<file path="src/rtl/packet_xor_checksum_codec_core_defines.svh">
// Assertion macros for the packet XOR checksum codec.
// Included by the top level; depends on nothing else.
`ifndef PACKET_XOR_CHECKSUM_CODEC_CORE_DEFINES_SVH
`define PACKET_XOR_CHECKSUM_CODEC_CORE_DEFINES_SVH

// Same-cycle implication, disabled while reset is asserted.
`define PXC_ASSERT_NOW(label, clk, rst_n, ante, cons, msg) \
  label: assert property (@(posedge clk) disable iff (!rst_n) (ante) |-> (cons)) \
    else $error(msg);

// Next-cycle implication, disabled while reset is asserted.
`define PXC_ASSERT_NEXT(label, clk, rst_n, ante, cons, msg) \
  label: assert property (@(posedge clk) disable iff (!rst_n) (ante) |=> (cons)) \
    else $error(msg);

`endif

</file>
<file path="src/rtl/pxc_pkg.sv">
// Shared types and constants for the packet XOR checksum codec.
// Used by packet_xor_checksum_codec_core; depends on nothing else.
package pxc_pkg;

  // Default width of the running byte counter.
  localparam int unsigned LENGTH_WIDTH_DEF = 16;

  // Configuration port geometry: three 32-bit registers at 4-byte spacing.
  localparam int unsigned CFG_ADDR_W = 4;
  localparam int unsigned CFG_DATA_W = 32;

  // Register indexes (byte address divided by four).
  typedef enum logic [1:0] {
    REG_PACKET_CODE   = 2'd0,
    REG_FIXED_KEY_ONE = 2'd1,
    REG_FIXED_KEY_TWO = 2'd2,
    REG_UNUSED        = 2'd3
  } reg_idx_t;

  // Request type codes.
  localparam logic REQ_ENCODE = 1'b0;
  localparam logic REQ_DECODE = 1'b1;

  // One input request.
  typedef struct packed {
    logic        req_type;
    logic [7:0]  data_byte;
    logic        has_byte;
    logic        first_item;
    logic        last_item;
    logic [7:0]  key_byte;
    logic [7:0]  rx_checksum;
    logic [15:0] rx_length;
  } in_item_t;

  // One result.
  typedef struct packed {
    logic [7:0]  out_byte;
    logic        out_has_byte;
    logic        packet_done;
    logic [7:0]  hdr_code;
    logic [15:0] hdr_length;
    logic [7:0]  hdr_key;
    logic [7:0]  hdr_checksum;
    logic        decode_ok;
  } out_item_t;

endpackage

</file>
<file path="src/rtl/packet_xor_checksum_codec_core.sv">
// Packet XOR checksum codec: masks or unmasks up to one payload byte per request.
// Depends on pxc_pkg and packet_xor_checksum_codec_core_defines.svh.
//
// Usage:
// The input channel (in_valid, in_ready, in_data) carries up to one payload byte per
// request with first/last markers. The result channel (out_valid, out_ready,
// out_data) returns exactly one result per request, in order. Encode results
// carry the masked byte; the result of the last request also carries the
// header (code, length, masked key, masked checksum). Decode results carry the
// unmasked byte, and the last one carries the length and checksum verdict.
// The APB port (psel, penable, pwrite, paddr, pwdata, prdata, pready) holds the
// packet code and two fixed keys at byte addresses 0, 4 and 8; pready is
// always high. Write it only while no request is in flight.
// From acceptance, a request passes one input register, then the XOR and 8-bit
// sum logic into the result register. One request is taken per cycle while the
// result register drains, as the key, sum and count update with each request.
// When the receiver stalls, the result register holds and the input register
// still fills, so one further request is taken before in_ready drops.
// Synchronous reset clears the configuration registers, the packet state and both valid
// flags; no clearing pass is needed.
`include "packet_xor_checksum_codec_core_defines.svh"

module packet_xor_checksum_codec_core
  import pxc_pkg::*;
#(
  parameter int unsigned LENGTH_WIDTH = LENGTH_WIDTH_DEF
) (
  input  logic                  clk,
  input  logic                  rst_n,
  // Input channel
  input  logic                  in_valid,
  output logic                  in_ready,
  input  in_item_t              in_data,
  // Result channel
  output logic                  out_valid,
  input  logic                  out_ready,
  output out_item_t             out_data,
  // Configuration port
  input  logic                  psel,
  input  logic                  penable,
  input  logic                  pwrite,
  input  logic [CFG_ADDR_W-1:0] paddr,
  input  logic [CFG_DATA_W-1:0] pwdata,
  output logic [CFG_DATA_W-1:0] prdata,
  output logic                  pready
);

  // Configuration registers
  logic [7:0] packet_code_r;
  logic [7:0] fixed_key_one_r;
  logic [7:0] fixed_key_two_r;

  // Packet state
  logic [7:0]              active_key_r,  active_key_nxt;
  logic [7:0]              byte_sum_r,    byte_sum_nxt;
  logic [LENGTH_WIDTH-1:0] byte_count_r,  byte_count_nxt;
  logic [7:0]              exp_cksum_r,   exp_cksum_nxt;
  logic [15:0]             exp_len_r,     exp_len_nxt;

  // Pipeline registers
  logic      s1_valid_r;
  in_item_t  s1_data_r;
  logic      out_valid_r;
  out_item_t out_data_r, out_data_nxt;

  logic       s1_adv;
  logic       out_free;
  logic [7:0] fixed_key;
  logic [7:0] plain_byte;
  logic       cfg_wr;
  reg_idx_t   cfg_idx;

  // APB register access
  assign pready  = 1'b1;
  assign cfg_wr  = psel && penable && pwrite;
  assign cfg_idx = reg_idx_t'(paddr[CFG_ADDR_W-1:2]);

  always_ff @(posedge clk) begin
    if (!rst_n) begin
      packet_code_r   <= '0;
      fixed_key_one_r <= '0;
      fixed_key_two_r <= '0;
    end else if (cfg_wr) begin
      unique case (cfg_idx)
        REG_PACKET_CODE:   packet_code_r   <= pwdata[7:0];
        REG_FIXED_KEY_ONE: fixed_key_one_r <= pwdata[7:0];
        REG_FIXED_KEY_TWO: fixed_key_two_r <= pwdata[7:0];
        default: ;
      endcase
    end
  end

  always_comb begin
    prdata = '0;
    unique case (cfg_idx)
      REG_PACKET_CODE:   prdata[7:0] = packet_code_r;
      REG_FIXED_KEY_ONE: prdata[7:0] = fixed_key_one_r;
      REG_FIXED_KEY_TWO: prdata[7:0] = fixed_key_two_r;
      default:           prdata      = '0;
    endcase
  end

  // Handshake: the result register drains or is empty, then stage one moves.
  assign out_free  = !out_valid_r || out_ready;
  assign s1_adv    = s1_valid_r && out_free;
  assign in_ready  = !s1_valid_r || out_free;
  assign out_valid = out_valid_r;
  assign out_data  = out_data_r;

  // Input register
  always_ff @(posedge clk) begin
    if (!rst_n) begin
      s1_valid_r <= 1'b0;
    end else if (in_ready) begin
      s1_valid_r <= in_valid;
    end
  end

  always_ff @(posedge clk) begin
    if (in_ready && in_valid) begin
      s1_data_r <= in_data;
    end
  end

  // Per-byte masking, sum and count, plus the header or verdict on the last request.
  always_comb begin
    fixed_key      = fixed_key_one_r ^ fixed_key_two_r;
    active_key_nxt = active_key_r;
    byte_sum_nxt   = byte_sum_r;
    byte_count_nxt = byte_count_r;
    exp_cksum_nxt  = exp_cksum_r;
    exp_len_nxt    = exp_len_r;
    plain_byte     = '0;
    out_data_nxt   = '0;

    // The first request restarts the packet and loads the key.
    if (s1_data_r.first_item) begin
      byte_sum_nxt   = '0;
      byte_count_nxt = '0;
      if (s1_data_r.req_type == REQ_DECODE) begin
        active_key_nxt = s1_data_r.key_byte ^ fixed_key;
        exp_cksum_nxt  = s1_data_r.rx_checksum ^ s1_data_r.key_byte;
        exp_len_nxt    = s1_data_r.rx_length;
      end else begin
        active_key_nxt = s1_data_r.key_byte;
      end
    end

    if (s1_data_r.has_byte) begin
      out_data_nxt.out_byte = s1_data_r.data_byte ^ fixed_key ^ active_key_nxt;
      plain_byte = (s1_data_r.req_type == REQ_DECODE) ? out_data_nxt.out_byte
                                                      : s1_data_r.data_byte;
      byte_sum_nxt   = byte_sum_nxt + plain_byte;
      byte_count_nxt = byte_count_nxt + LENGTH_WIDTH'(1);
    end

    out_data_nxt.out_has_byte = s1_data_r.has_byte;
    out_data_nxt.packet_done  = s1_data_r.last_item;

    if (s1_data_r.last_item) begin
      if (s1_data_r.req_type == REQ_DECODE) begin
        out_data_nxt.decode_ok = (byte_count_nxt == LENGTH_WIDTH'(exp_len_nxt)) &&
                                 (byte_sum_nxt == exp_cksum_nxt);
      end else begin
        out_data_nxt.hdr_code     = packet_code_r;
        out_data_nxt.hdr_length   = 16'(byte_count_nxt);
        out_data_nxt.hdr_key      = active_key_nxt ^ fixed_key;
        out_data_nxt.hdr_checksum = byte_sum_nxt ^ active_key_nxt ^ fixed_key;
      end
    end
  end

  // Packet state updates as each request moves into the result register.
  always_ff @(posedge clk) begin
    if (!rst_n) begin
      active_key_r <= '0;
      byte_sum_r   <= '0;
      byte_count_r <= '0;
      exp_cksum_r  <= '0;
      exp_len_r    <= '0;
    end else if (s1_adv) begin
      active_key_r <= active_key_nxt;
      byte_sum_r   <= byte_sum_nxt;
      byte_count_r <= byte_count_nxt;
      exp_cksum_r  <= exp_cksum_nxt;
      exp_len_r    <= exp_len_nxt;
    end
  end

  // Result register
  always_ff @(posedge clk) begin
    if (!rst_n) begin
      out_valid_r <= 1'b0;
    end else if (out_free) begin
      out_valid_r <= s1_valid_r;
    end
  end

  always_ff @(posedge clk) begin
    if (s1_adv) begin
      out_data_r <= out_data_nxt;
    end
  end

  // Assertions
  `PXC_ASSERT_NEXT(a_adv_fills_out, clk, rst_n, s1_adv, out_valid_r,
    "request left stage one without reaching the result register")

  `PXC_ASSERT_NEXT(a_first_byte_count, clk, rst_n,
    s1_adv && s1_data_r.first_item && s1_data_r.has_byte,
    byte_count_r == LENGTH_WIDTH'(1),
    "byte count not one after a first request with payload")

  `PXC_ASSERT_NOW(a_idle_fields_zero, clk, rst_n,
    out_valid_r && !out_data_r.packet_done,
    !out_data_r.decode_ok && out_data_r.hdr_code == 8'd0 &&
    out_data_r.hdr_length == 16'd0,
    "header or verdict fields set on a result that ends no packet")

endmodule
</file>
<file path="config.mk">
export PLATFORM = sky130hd
export DESIGN_NAME = packet_xor_checksum_codec_core
export DESIGN_NICKNAME = d
export VERILOG_FILES = /design/src/rtl/pxc_pkg.sv /design/src/rtl/packet_xor_checksum_codec_core.sv
export VERILOG_INCLUDE_DIRS = /design/src /design/src/rtl
export SDC_FILE = /design/constraint.sdc
export NUM_CORES = 1
export LEC_CHECK = 0
export ABC_CLOCK_PERIOD_IN_PS = 8900
export BUFFER_PORTS_ARGS = -buffer_cell sky130_fd_sc_hd__buf_2
export CORE_MARGIN = 3
export CORE_UTILIZATION = 35
export DETAILED_ROUTE_END_ITERATION = 16
export HOLD_SLACK_MARGIN = 0.05
export SYNTH_ARGS = -nofsm -noshare
export SYNTH_HDL_FRONTEND = slang
export SYNTH_SLANG_ARGS = --single-unit
</file>
<file path="constraint.sdc">
create_clock -name clk -period 8.9 [get_ports clk]
set_input_delay 0.89 -clock clk [delete_from_list [all_inputs] [get_ports clk]]
set_output_delay 0.89 -clock clk [all_outputs]
set_load 0.03 [all_outputs]
</file>
== Word-level counts from Yosys, hierarchy flattened ==
Cells that the tools add are included.

* Register bits after elaboration: 177
* Input port bits: 87
* Output and inout bits: 86
* Word-level logic and storage cells: 68

* Add/sub/neg operators: 2
* Eq/ne operators: 4
* Muxes and demuxes: 12
* Bitwise operators: 9
* Reduce and logical (&&, ||, !) cells: 15

{| class="wikitable"
|+ Operator list
! kind !! number
|-
| 16-bit 2-to-1 mux || 4
|-
| 8-bit XOR || 8
|-
| 8-bit 2-to-1 mux || 7
|-
| 8-bit case mux with 3 select lines || 1
|-
| 16-bit by 1-bit adder with 16-bit output, second input constant || 1
|-
| 16-bit == test || 1
|-
| 8-bit adder || 1
|-
| 8-bit == test || 1
|-
| 2-bit AND reduction || 4
|-
| 1-bit logical AND || 5
|-
| 2-bit by 1-bit == test with 1-bit output, second input constant || 1
|-
| 2-bit == test, second input constant || 1
|-
| 1-bit logical NOT || 2
|-
| 2-bit logical NOT || 1
|-
| 1-bit logical OR || 2
|-
| 2-bit OR reduction || 1
|-
| 1-bit NOT || 1
|}

== Longest topological paths before layout ==
Gate-level depths: netlist of run 1.

* Depth in word-level cells: 10
* Depth in mapped cells: 20
* Mapped depth without buffers: 17

== Worst setup path after synthesis of run 1 ==
No wires, ideal clock.

* Kind: reg2reg
* Start: register s1_data_r[33] (netlist bit)
* End: register out_data_r (netlist bit out_data[0]), data pin
* Setup time: 0.170 ns
* Data arrival time: 4.091 ns
* Required time: 8.730 ns
* Slack: 4.640 ns
* Cell stages (with the launch flop): 20
* Buffers on the path: 5
* Clock period less this slack: 4.260 ns
* Path through: edfxtp_1 buf_6 buf_8 buf_2 buf_2 buf_1 a21oi_1 xnor2_1 nor2_1 xor2_1 ha_1 inv_1 fa_1 xnor2_1 mux2i_1 xnor2_1 nor4_1 nand4_1 or4_1 nor4_2

* Longest elaborated chain between the ends: 7
* Elaborated cells on any way between the ends: 14
* Those cells by class: 2 x add/sub; 2 x eq/ne; 8 x mux; 1 x bitwise; 1 x reduce/logical

{| class="wikitable"
|+ RTL lines
! item !! line !! source
|-
| from (decl) || packet_xor_checksum_codec_core.sv:62 || <nowiki>in_item_t s1_data_r;</nowiki>
|-
| from (signal assigned) || packet_xor_checksum_codec_core.sv:121 || <nowiki>s1_data_r <= in_data;</nowiki>
|-
| 8-bit 2-to-1 mux || packet_xor_checksum_codec_core.sv:137 || <nowiki>if (s1_data_r.first_item) begin</nowiki>
|-
| 8-bit XOR || packet_xor_checksum_codec_core.sv:150 || <nowiki>out_data_nxt.out_byte = s1_data_r.data_byte ^ fixed_key ^ active_key_nxt;</nowiki>
|-
| 8-bit 2-to-1 mux || packet_xor_checksum_codec_core.sv:151 || <nowiki>plain_byte = (s1_data_r.req_type == REQ_DECODE) ? out_data_nxt.out_byte</nowiki>
|-
| 8-bit adder || packet_xor_checksum_codec_core.sv:153 || <nowiki>byte_sum_nxt = byte_sum_nxt + plain_byte;</nowiki>
|-
| 8-bit 2-to-1 mux || packet_xor_checksum_codec_core.sv:149 || <nowiki>if (s1_data_r.has_byte) begin</nowiki>
|-
| 8-bit == test || packet_xor_checksum_codec_core.sv:163 || <nowiki>(byte_sum_nxt == exp_cksum_nxt);</nowiki>
|-
| 1-bit logical AND * || packet_xor_checksum_codec_core.sv:162 || <nowiki>out_data_nxt.decode_ok = (byte_count_nxt == LENGTH_WIDTH'(exp_len_nxt)) &&</nowiki>
|-
| to (signal assigned) || packet_xor_checksum_codec_core.sv:201 || <nowiki>out_data_r <= out_data_nxt;</nowiki>
|-
| to (decl) || packet_xor_checksum_codec_core.sv:64 || <nowiki>out_item_t out_data_r, out_data_nxt;</nowiki>
|}

Every way passes the cells marked *; elsewhere a longest branch is shown, timed or not.
A chain may end at the register's enable or synchronous reset.

== Worst setup path in the final report of run 1 ==
Ends and elaborated chain as after synthesis.

==> load_flow_metrics.sql, run 1 <==
INSERT INTO impl_metrics (metric_group, metric, value, unit) VALUES
('timing', 'timing_max_transition_violations_final', '0', ''),
('layout', 'multi_input_area', '0.004173', 'sq mm'),
('synthesis', 'yosys.cell_count.top_type', 'sky130_fd_sc_hd__nor2_1', ''),
('power_and_ir_drop', 'power.static_leakage', '3.868', 'nW'),
('critical_path', 'worst_ep_required_time', '9160', 'ps'),
('placed_design', 'routabilityCongestion', '0.8610', ''),
('route', 'drc_errors', '0', ''),
('timing', 'relSlewSlack', '0.3155', ''),
('timing', 'max_slew.worst_pin.slew', '1024', 'ps'),
('synthesis', 'synth_enable_flop_cells', '95', ''),
('synthesis', 'yosysTopAreaCellShare', '0.3142', ''),
('timing', 'hold_viol_final', '0', ''),
('layout', 'layout.filler_cells', '2520', ''),
('placed_design', 'io_buffer_count', '121', ''),
('synthesis', 'synth_ff_type', 'sky130_fd_sc_hd__edfxtp_1', ''),
('clock_tree', 'tritoncts', 'yes', ''),
('layout', 'area_growth_syn_to_layout', '14.36', '%'),
('placed_design', 'post-place-ws', '3969', 'ps'),
('global_routing', 'grt_start_max_net_pins', '83', ''),
('timing', 'timing.setup.tns', '0', 'ps'),
('clock_tree', 'cts_post_setup_buffers_inserted', '0', ''),
('job', 'cap_viol_max_count', '0', ''),
('floorplanning', 'placement_rows', '58', ''),
('clock_tree', 'cts_resized', '0', ''),
('timing', 'grt_setup_unrepaired', 'no', ''),
('clock_tree', 'ctsLongestPathBuffers', '2', ''),
('layout', 'final-seq-area', '0.004494', 'sq mm'),
('timing', 'min_period', '4887', 'ps'),
('synthesis', 'synth.lib_cells_used.distinct', '73', ''),
('layout', 'finish.net_count', '1106', ''),
('timing', 'timing.clock.skew', '9.812', 'ps'),
('worst_hold_path', 'timing.hold.worst.class', 'reg -> reg', ''),
('worst_hold_path', 'min_delay_path_depth', '2', ''),
('synthesis', 'synth_common_cells', 'sky130_fd_sc_hd__nor2_1, sky130_fd_sc_hd__edfxtp_1, sky130_fd_sc_hd__nand2_1, sky130_fd_sc_hd__dfxtp_1, sky130_fd_sc_hd__a21oi_1', ''),
('global_routing', 'gr-total-overflow', '0', ''),
('run_status', 'run_status', 'completed', ''),
('layout', 'fin_area', '0.01038', 'sq mm'),
('floorplanning', 'core_area', '0.02533', 'sq mm'),
('clock_tree', 'clock-sinks', '177', ''),
('clock_tree', 'hold_bufs_inserted_after_cts', '0', ''),
('clock_tree', 'cts_made_buffers', '17', ''),
('critical_path', 'crit_path_end_kind', 'flop', ''),
('synthesis', 'async_flop_share', '0', ''),
('layout', 'antenna-diode-count', '0', ''),
('synthesis', 'post_synthesis_cell_area', '0.009080', 'sq mm'),
('timing', 'final_critical_path_setup_slack', '4013', 'ps'),
('route', 'postRouteWirelength', '22190', 'um'),
('floorplanning', 'die_h', '167.1', 'um'),
('critical_path', 'critical_path.most_common_cell', 'sky130_fd_sc_hd__xnor2_1', ''),
('timing', 'timing.hold.ws', '454.1', 'ps'),
('synthesis', 'synth.ff_latch_count', '177', ''),
('critical_path', 'path_type_of_the_worst_setup_path', 'reg -> reg', ''),
('critical_path', 'cpPeakStageDelay', '710', 'ps'),
('placed_design', 'detailed_place.area', '0.009791', 'sq mm'),
('critical_path', 'critPathArrivalTime', '5150', 'ps'),
('timing', 'finalCritPeriodShare', '0.5492', ''),
('route', 'detail_route.wl_per_cell', '16.40', 'um'),
('global_routing', 'grt_antenna_before_repair', '0', ''),
('clock_tree', 'cts.htree.levels', '4', ''),
('power_and_ir_drop', 'ir_drop', '0.09374', 'mV'),
('critical_path', 'worstPathCellList', 'buf_4 > nor2_1 > a21oi_1 > xor2_1 > and2_1 > xnor2_1 > fa_1 > xnor2_1 > mux2i_1 > xnor2_1 > nor4_1 > nand4_1 > or4_1 > nor4_2', ''),
('synthesis', 'synthCells', '918', ''),
('layout', 'layout.core_utilization', '0.4100', ''),
('clock_tree', 'clockRootBuffer', 'sky130_fd_sc_hd__clkbuf_16', ''),
('critical_path', 'worst-path-max-fanout', '81', ''),
('synthesis', 'ys_warn_count', '0', ''),
('global_routing', 'global_route.usage.total', '0.1587', ''),
('floorplanning', 'die_area', '0.02791', 'sq mm'),
('floorplanning', 'die_width', '167.1', 'um'),
('route', 'number_of_design_rule_violations_left_by_the_first_detailed_router_iteration', '543', ''),
('synthesis', 'synth_area_leader_cell', 'sky130_fd_sc_hd__edfxtp_1', '');
layout by cell type, fill, tap and decap left out, drive strengths merged, types with 7 or more instances in the layout:
master / n
nand2: 95
xor2: 40
edfxtp: 95
xnor2: 43
nor4: 7
inv: 15
nand3b: 9
nand3: 23
mux2i: 39
nand4: 11
conb: 25
clkbuf: 19
o21ai: 33
a21oi: 63
a211oi: 24
dfxtp: 82
clkinv: 7
nor2b: 18
ha: 8
nor2: 123
nor3: 22
buf: 129
and2: 16
final timing paths:
path,from,end,slack (ps)
worst min register to register,exp_len_r[3]$_SDFFE_PN0P_,exp_len_r[3]$_SDFFE_PN0P_,450
worst min-delay path,exp_len_r[3]$_SDFFE_PN0P_,exp_len_r[3]$_SDFFE_PN0P_,450
worst max register to register,s1_data_r[33]$_DFFE_PP_,out_data[0]$_SDFFCE_PN0P_,4010
worst max-delay path,s1_data_r[33]$_DFFE_PP_,out_data[0]$_SDFFCE_PN0P_,4010
metal layers:
layer | GRT usage | vias to the layer above | routed length [um]
met5 | 0 | - | 0
met4 | 0.05165 | 0 | 391
met3 | 0.02682 | 23 | 1195
met2 | 0.2240 | 199 | 9229
met1 | 0.2452 | 3166 | 11370
li1 | - | 3364 | -
stage by stage:
stage          std cells  power (W)
6_report            1353   0.001924
5_1_grt             1353   0.002004
4_1_cts             1353   0.001944
3_5_place_dp        1321   0.001181
3_3_place_gp        1321   0.001178
2_1_floorplan        941   0.001120
critical path: cells and delay by family, from the launching register on:
| family | cells | cell delay, ps |
|---|---|---|
| muxes | 1 | 360 |
| DFF | 1 | 540 |
| buffers and inverters | 1 | 710 |
| and+or+nand+nor | 6 | 1600 |
| xor gates and xnor gates | 4 | 870 |
| adders and majority gates | 1 | 440 |
| AOI/OAI and AO/OA | 1 | 170 |
cell families after synthesis:
family                   Yosys count  synth area share
other                              2         0.0008271
XOR/XNOR                          86           0.08750
AO/OA/AOI/OAI                    158            0.1090
buffers and inverters             91           0.05512
multiplexers                      44           0.04919
flip-flops                       177            0.4950
AND/OR/NAND/NOR                  351            0.1902
adder cells (fa/ha/maj)            9           0.01323
registers in the layout, summed over array words and instances (netlist names), 2 cells and up:
name,count
out_data_nxt,2
exp_cksum_r,8
fixed_key_one_r,8
active_key_r,8
exp_len_r,16
packet_code_r,8
s1_data_r,42
byte_count_r,16
out_data,51
byte_sum_r,8
fixed_key_two_r,8
power breakdown:
group          internal [W]  switching, W  total, W
registers          0.000896     0.0000218  0.000918
logic             0.0000841      0.000160  0.000244
clock network      0.000426      0.000335  0.000762
total               0.00141      0.000517   0.00192
cell type report:
type                    count  area share
inverters                  12    0.004338
clock inverters            13     0.01446
repair buffers            129     0.06410
clock buffers              19     0.04266
flip-flops and latches    177      0.4328
multi-input cells         673      0.4019
well taps                 330     0.03976
Power figures use the tool's default switching activity.
==> inputs of run 2 (changes only) <==
- ABC_CLOCK_PERIOD_IN_PS: 8900 -> 4250
- clock period: 8.9 -> 4.25 ns (I/O delays scaled with it)
==> load_flow_metrics.sql, run 2 (synthesis results as in run 1) <==
INSERT INTO impl_metrics (metric_group, metric, value, unit) VALUES
('run_status', 'run_status', 'completed', ''),
('critical_path', 'worst-path-buf-inv', '2', ''),
('critical_path', 'path_type_of_the_worst_setup_path', 'reg -> reg', ''),
('global_routing', 'grt_start_max_net_pins', '56', ''),
('critical_path', 'critPathLaunchType', 'flop', ''),
('power_and_ir_drop', 'power.density', '385.8', 'mW/mm^2'),
('layout', 'layout.filler_cells', '2485', ''),
('floorplanning', 'placement_rows', '58', ''),
('floorplanning', 'initial_utilization', '0.3585', ''),
('timing', 'timing_max_transition_violations_final', '0', ''),
('clock_tree', 'clock-sinks', '177', ''),
('job', 'cap_viol_max_count', '0', ''),
('global_routing', 'number_of_global_route_vias_before_repair', '6332', ''),
('layout', 'final_cell_mix', 'sky130_fd_sc_hd__nor2_1, sky130_fd_sc_hd__buf_2, sky130_fd_sc_hd__nand2_1, sky130_fd_sc_hd__edfxtp_1, sky130_fd_sc_hd__dfxtp_1', ''),
('layout', 'area_growth_syn_to_layout', '16.63', '%'),
('layout', 'finish.net_count', '1128', ''),
('critical_path', 'crit_path_end_kind', 'flop', ''),
('floorplanning', 'die_h', '167.1', 'um'),
('power_and_ir_drop', 'totalPowerFinal', '0.004086', 'W'),
('timing', 'final_critical_path_setup_slack', '297.3', 'ps'),
('clock_tree', 'ctsLongestPathBuffers', '2', ''),
('layout', 'final-seq-area', '0.004496', 'sq mm'),
('critical_path', 'worst-path-max-fanout', '27', ''),
('critical_path', 'cpLargestDelayFamily', 'simple AND/OR/NAND/NOR gates', ''),
('layout', 'antenna-diode-count', '0', ''),
('layout', 'multi_input_area', '0.004204', 'sq mm'),
('floorplanning', 'core_area', '0.02533', 'sq mm'),
('timing', 'maximum_clock_frequency', '0.2530', 'GHz'),
('global_routing', 'grt_antenna_before_repair', '1', ''),
('route', 'dr_total_vias', '6885', ''),
('layout', 'layout.core_utilization', '0.4181', ''),
('clock_tree', 'cts.htree.levels', '4', ''),
('route', 'detail_route.first_pass.iterations', '5', ''),
('power_and_ir_drop', 'ir_drop', '0.1927', 'mV'),
('global_routing', 'global_route.usage.total', '0.1612', ''),
('critical_path', 'cpPeakStageDelay', '410', 'ps'),
('timing', 'grt_setup_unrepaired', 'no', ''),
('placed_design', 'place.detailed.hpwl', '16400', 'um'),
('route', 'avgViaCountPerCell', '5.007', ''),
('route', 'number_of_design_rule_violations_left_by_the_first_detailed_router_iteration', '566', ''),
('worst_hold_path', 'timing.hold.worst.class', 'in -> reg', ''),
('global_routing', 'gr-total-overflow', '0', ''),
('timing', 'timing.clock.skew', '10.08', 'ps'),
('timing', 'relSlewSlack', '0.3004', ''),
('clock_tree', 'clk_latency', '430', 'ps'),
('floorplanning', 'die_area', '0.02791', 'sq mm'),
('critical_path', 'worst_ep_required_time', '4500', 'ps'),
('floorplanning', 'die_width', '167.1', 'um'),
('placed_design', 'io_buffer_count', '121', ''),
('route', 'drc_errors', '0', ''),
('critical_path', 'worstPathCellList', 'buf_4 > nand2_1 > xor2_1 > a21oi_1 > xnor2_1 > nor2_1 > xor2_1 > ha_1 > nor2b_1 > o31ai_1 > a211oi_1 > nor3_2 > buf_4 > xnor2_1 > nand4_1 > nor4_2', ''),
('route', 'detail_route.wl_per_cell', '16.52', 'um'),
('route', 'postRouteWirelength', '22710', 'um'),
('route', 'drt.antenna.violating_nets', '0', ''),
('placed_design', 'post-place-ws', '174.7', 'ps'),
('global_routing', 'grt_first_pass_wirelength', '35600', 'um'),
('critical_path', 'critPathArrivalTime', '4200', 'ps'),
('clock_tree', 'cts_made_buffers', '17', ''),
('critical_path', 'critical_path.slowest_cell', 'sky130_fd_sc_hd__edfxtp_1', ''),
('timing', 'max_slew.worst_pin.slew', '1047', 'ps'),
('timing', 'setup_viols_final', '0', ''),
('timing', 'finalCritPeriodShare', '0.9300', ''),
('layout', 'final_common_cell', 'sky130_fd_sc_hd__nor2_1', ''),
('layout', 'drive_above_1_share', '0.2010', ''),
('timing', 'timing.setup.tns', '0', 'ps'),
('timing', 'min_period', '3953', 'ps'),
('clock_tree', 'worst_setup_hold_path_clk_slew', '70', 'ps'),
('clock_tree', 'clockRootBuffer', 'sky130_fd_sc_hd__clkbuf_16', ''),
('layout', 'largest_register_ffs', '51', ''),
('timing', 'hold_viol_final', '0', ''),
('clock_tree', 'tritoncts', 'yes', ''),
('floorplanning', 'boundaryPins', '173', ''),
('power_and_ir_drop', 'power.static_leakage', '3.987', 'nW'),
('placed_design', 'routabilityCongestion', '0.8753', '');
## run 2: stage by stage
step / std cells / hold slack, ps / area (sq um)
after floorplan: 941 / 427.7 / 9168
after global placement: 1341 / 440.9 / 9941
after detailed placement: 1341 / 446.0 / 9941
after CTS: 1373 / 139.2 / 10540
after global routing: 1375 / 139.8 / 10590
final: 1375 / 159.4 / 10590
## run 2: report_power, final
part | internal [W] | switching [W]
clock network | 0.000888 | 0.000730
logic | 0.000202 | 0.000347
registers | 0.00188 | 0.0000430
total | 0.00297 | 0.00112
## run 2: worst paths after layout
kind                             start                         to  slack, ps  depth (start not counted)
max            s1_data_r[43]$_DFFE_PP_  out_data[0]$_SDFFCE_PN0P_        300                         16
min                         in_data[8]     s1_data_r[8]$_DFFE_PP_        160                          1
max reg2reg    s1_data_r[43]$_DFFE_PP_  out_data[0]$_SDFFCE_PN0P_        300                         16
min reg2reg  exp_len_r[3]$_SDFFE_PN0P_  exp_len_r[3]$_SDFFE_PN0P_        450                          2
## run 2: per-layer routing
layer	vias up	track usage	share of wire
met3	24	0.02825	0.057
met5	-	0	0.00057
met2	196	0.2378	0.44
li1	3413	-	-
met1	3250	0.2403	0.49
met4	2	0.05057	0.017
## run 2: final cells by class
type / count / area share
multi-input cells: 673 / 0.3970
well taps: 330 / 0.03899
clock inverters: 15 / 0.01666
inverters: 12 / 0.004253
flip-flops and latches: 177 / 0.4245
repair buffers: 151 / 0.07845
clock buffers: 17 / 0.04017
## run 2: worst reg2reg max path, cell delays in order, from the launching register on
cell and delay (ps):
sky130_fd_sc_hd__edfxtp_1 410, sky130_fd_sc_hd__buf_4 320, sky130_fd_sc_hd__nand2_1 110, sky130_fd_sc_hd__xor2_1 190, sky130_fd_sc_hd__a21oi_1 110, sky130_fd_sc_hd__xnor2_1 270
sky130_fd_sc_hd__nor2_1 90, sky130_fd_sc_hd__xor2_1 150, sky130_fd_sc_hd__ha_1 340, sky130_fd_sc_hd__nor2b_1 180, sky130_fd_sc_hd__o31ai_1 370, sky130_fd_sc_hd__a211oi_1 170
sky130_fd_sc_hd__nor3_2 330, sky130_fd_sc_hd__buf_4 170, sky130_fd_sc_hd__xnor2_1 150, sky130_fd_sc_hd__nand4_1 160, sky130_fd_sc_hd__nor4_2 240
## run 2: timing repair
item / CTS / global route
setup endpoints to repair: 0 / 1
hold buffers: 0 / 0
resized for setup: 0 / 6
buffers inserted: 0 / 2
endpoints found under the hold margin: 0 / 0
==> inputs of run 3 (changes only) <==
- ABC_CLOCK_PERIOD_IN_PS: 4250 -> 3900
- CORE_MARGIN: 3 -> default
- SLEW_MARGIN: default -> 20
- clock period: 4.25 -> 3.9 ns (I/O delays scaled with it)
==> load_flow_metrics.sql, run 3 (synthesis results as in run 1) <==
INSERT INTO impl_metrics (metric_group, metric, value, unit) VALUES
('clock_tree', 'cts.htree.levels', '4', ''),
('power_and_ir_drop', 'power.static_leakage', '4.041', 'nW'),
('worst_hold_path', 'timing.hold.worst.class', 'in -> reg', ''),
('global_routing', 'global_route.usage.total', '0.1734', ''),
('clock_tree', 'cts_made_buffers', '17', ''),
('critical_path', 'critPathArrivalTime', '4010', 'ps'),
('floorplanning', 'initial_utilization', '0.3585', ''),
('critical_path', 'worstPathCellList', 'buf_4 > nand2_1 > xor2_1 > a21oi_1 > xnor2_1 > nor2_1 > xor2_1 > ha_1 > nor2b_1 > o21ai_0 > or3b_2 > a31oi_4 > xnor2_1 > nand4_1 > nor4_4', ''),
('clock_tree', 'clockRootBuffer', 'sky130_fd_sc_hd__clkbuf_16', ''),
('placed_design', 'place.detailed.hpwl', '15980', 'um'),
('clock_tree', 'hold_bufs_inserted_after_cts', '0', ''),
('route', 'detail_route.wl_per_cell', '16.55', 'um'),
('worst_hold_path', 'min_delay_path_depth', '1', ''),
('critical_path', 'worstRegToRegCells', '15', ''),
('timing', 'relSlewSlack', '0.2841', ''),
('clock_tree', 'clk_latency', '450', 'ps'),
('worst_hold_path', 'worst_hold_startpoint', 'in_data[35]', ''),
('route', 'drt.antenna.violating_nets', '0', ''),
('layout', 'final_cell_mix', 'sky130_fd_sc_hd__nor2_1, sky130_fd_sc_hd__buf_2, sky130_fd_sc_hd__edfxtp_1', ''),
('global_routing', 'number_of_global_route_vias_before_repair', '6308', ''),
('placed_design', 'io_buffer_count', '121', ''),
('timing', 'setup_viols_final', '0', ''),
('timing', 'max_slew.worst_pin.slew', '1071', 'ps'),
('worst_hold_path', 'end_of_the_worst_hold_path', 's1_data_r[35]$_DFFE_PP_', ''),
('layout', 'antenna-diode-count', '0', ''),
('critical_path', 'critical_path.slowest_cell', 'sky130_fd_sc_hd__or3b_2', ''),
('route', 'drc_errors', '0', ''),
('timing', 'final_critical_path_setup_slack', '151.2', 'ps'),
('layout', 'layout.filler_cells', '2482', ''),
('layout', 'final_common_cell', 'sky130_fd_sc_hd__nor2_1', ''),
('timing', 'timing.hold.ws', '121.7', 'ps'),
('critical_path', 'path_type_of_the_worst_setup_path', 'reg -> reg', ''),
('route', 'dr_total_vias', '7027', ''),
('floorplanning', 'boundaryPins', '173', ''),
('clock_tree', 'clock-sinks', '177', ''),
('global_routing', 'grt_start_max_net_pins', '83', ''),
('floorplanning', 'core_area', '0.02533', 'sq mm'),
('critical_path', 'regToRegSetupSlack', '150', 'ps'),
('global_routing', 'grt_first_pass_wirelength', '35090', 'um'),
('clock_tree', 'tritoncts', 'yes', ''),
('critical_path', 'r2r-end', 'out_data[0]$_SDFFCE_PN0P_', ''),
('timing', 'maximum_clock_frequency', '0.2668', 'GHz'),
('placed_design', 'routabilityCongestion', '0.8568', ''),
('global_routing', 'gr-total-overflow', '0', ''),
('critical_path', 'cp-startpoint', 's1_data_r[43]$_DFFE_PP_', ''),
('critical_path', 'cpLargestDelayFamily', 'simple AND/OR/NAND/NOR gates', ''),
('layout', 'drive_above_1_share', '0.2241', ''),
('route', 'postRouteWirelength', '22890', 'um'),
('clock_tree', 'worst_setup_hold_path_clk_slew', '80', 'ps'),
('route', 'number_of_design_rule_violations_left_by_the_first_detailed_router_iteration', '519', ''),
('critical_path', 'worst_ep_required_time', '4160', 'ps'),
('floorplanning', 'die_h', '163.1', 'um'),
('timing', 'timing_max_transition_violations_final', '0', ''),
('power_and_ir_drop', 'ir_drop', '0.2260', 'mV'),
('timing', 'min_period', '3749', 'ps'),
('job', 'cap_viol_max_count', '0', ''),
('critical_path', 'regToRegStartpoint', 's1_data_r[43]$_DFFE_PP_', ''),
('clock_tree', 'ctsLongestPathBuffers', '2', ''),
('run_status', 'run_status', 'completed', ''),
('global_routing', 'grt_antenna_before_repair', '0', ''),
('floorplanning', 'placement_rows', '58', ''),
('layout', 'area_growth_syn_to_layout', '18.67', '%'),
('timing', 'hold_viol_final', '0', ''),
('power_and_ir_drop', 'power.density', '415.5', 'mW/mm^2'),
('critical_path', 'crit_path_end_kind', 'flop', ''),
('layout', 'finish.net_count', '1136', ''),
('timing', 'timing.clock.skew', '21.57', 'ps'),
('route', 'avgViaCountPerCell', '5.081', ''),
('floorplanning', 'die_area', '0.02659', 'sq mm'),
('critical_path', 'cpPeakStageDelay', '510', 'ps'),
('critical_path', 'critPathLaunchType', 'flop', ''),
('floorplanning', 'die_width', '163.1', 'um'),
('critical_path', 'worst-path-buf-inv', '1', ''),
('route', 'detail_route.first_pass.iterations', '5', ''),
('timing', 'grt_setup_unrepaired', 'yes', ''),
('critical_path', 'worst-path-max-fanout', '8', ''),
('layout', 'largest_register_ffs', '51', ''),
('placed_design', 'post-place-ws', '-32.25', 'ps'),
('timing', 'finalCritPeriodShare', '0.9612', '');
-- run 3: cell count changes in the layout (fill, tap and decap cells not counted), moves of 3 or more --
cell / delta
sky130_fd_sc_hd__xnor2_2: +4
sky130_fd_sc_hd__buf_4: +6
sky130_fd_sc_hd__xor2_2: +4
sky130_fd_sc_hd__dfxtp_2: +3
sky130_fd_sc_hd__xnor2_1: -4
sky130_fd_sc_hd__xor2_1: -4
sky130_fd_sc_hd__dfxtp_1: -3
-- run 3: layer usage --
metal | vias to the layer above | track usage | part of all wire
met5 | - | 0 | 0
met4 | 0 | 0.05523 | 0.015
met2 | 244 | 0.2468 | 0.43
li1 | 3419 | - | -
met3 | 23 | 0.03200 | 0.056
met1 | 3341 | 0.2617 | 0.50
-- run 3: power by group --
| group | internal (W) | total, W | switching [W] |
|---|---|---|---|
| registers | 0.00204 | 0.00209 | 0.0000478 |
| clock network | 0.00101 | 0.00176 | 0.000747 |
| logic | 0.000236 | 0.000627 | 0.000391 |
| total | 0.00329 | 0.00448 | 0.00119 |
-- run 3: per-stage QoR --
step                      area, sq um  power (W)  cells  TNS (ps)    util
final                           10780   0.004477   1383         0  0.4255
after global routing            10780   0.004648   1383    -34.35  0.4255
after CTS                       10630   0.004495   1378         0  0.4195
after detailed placement        10030   0.002736   1346    -32.25  0.3959
after global placement          10030   0.002728   1346         0  0.3959
after floorplan                  9215   0.002564    941         0       -
-- run 3: what timing repair did --
| item | 4_1_cts | 5_1_grt |
|---|---|---|
| setup endpoints to repair | 1 | 1 |
| resized for setup | 1 | 22 |
| pin swaps | 0 | 13 |
| setup buffers | 0 | 5 |
-- run 3: how the worst max path moves through the flow --
stage                                 to  slack (ps)  cells past startpoint
3_3_place_gp   out_data[0]$_SDFFCE_PN0P_          30                     16
4_1_cts        out_data[0]$_SDFFCE_PN0P_          20                     16
2_1_floorplan  out_data[0]$_SDFFCE_PN0P_           5                     19
6_report       out_data[0]$_SDFFCE_PN0P_         150                     15
5_1_grt        out_data[0]$_SDFFCE_PN0P_         -30                     15
3_5_place_dp   out_data[0]$_SDFFCE_PN0P_         -30                     16
-- run 3: final cells by class --
| class | count | area (sq um) | share of cell area |
|---|---|---|---|
| Clock buffer | 19 | 432.9 | 0.04018 |
| Inverter | 12 | 46.29 | 0.004296 |
| Sequential cell | 177 | 4499 | 0.4176 |
| Clock inverter | 13 | 158.9 | 0.01475 |
| Multi-Input combinational cell | 673 | 4309 | 0.3999 |
| Timing Repair Buffer | 159 | 915.9 | 0.08500 |
| Tap cell | 330 | 412.9 | 0.03832 |
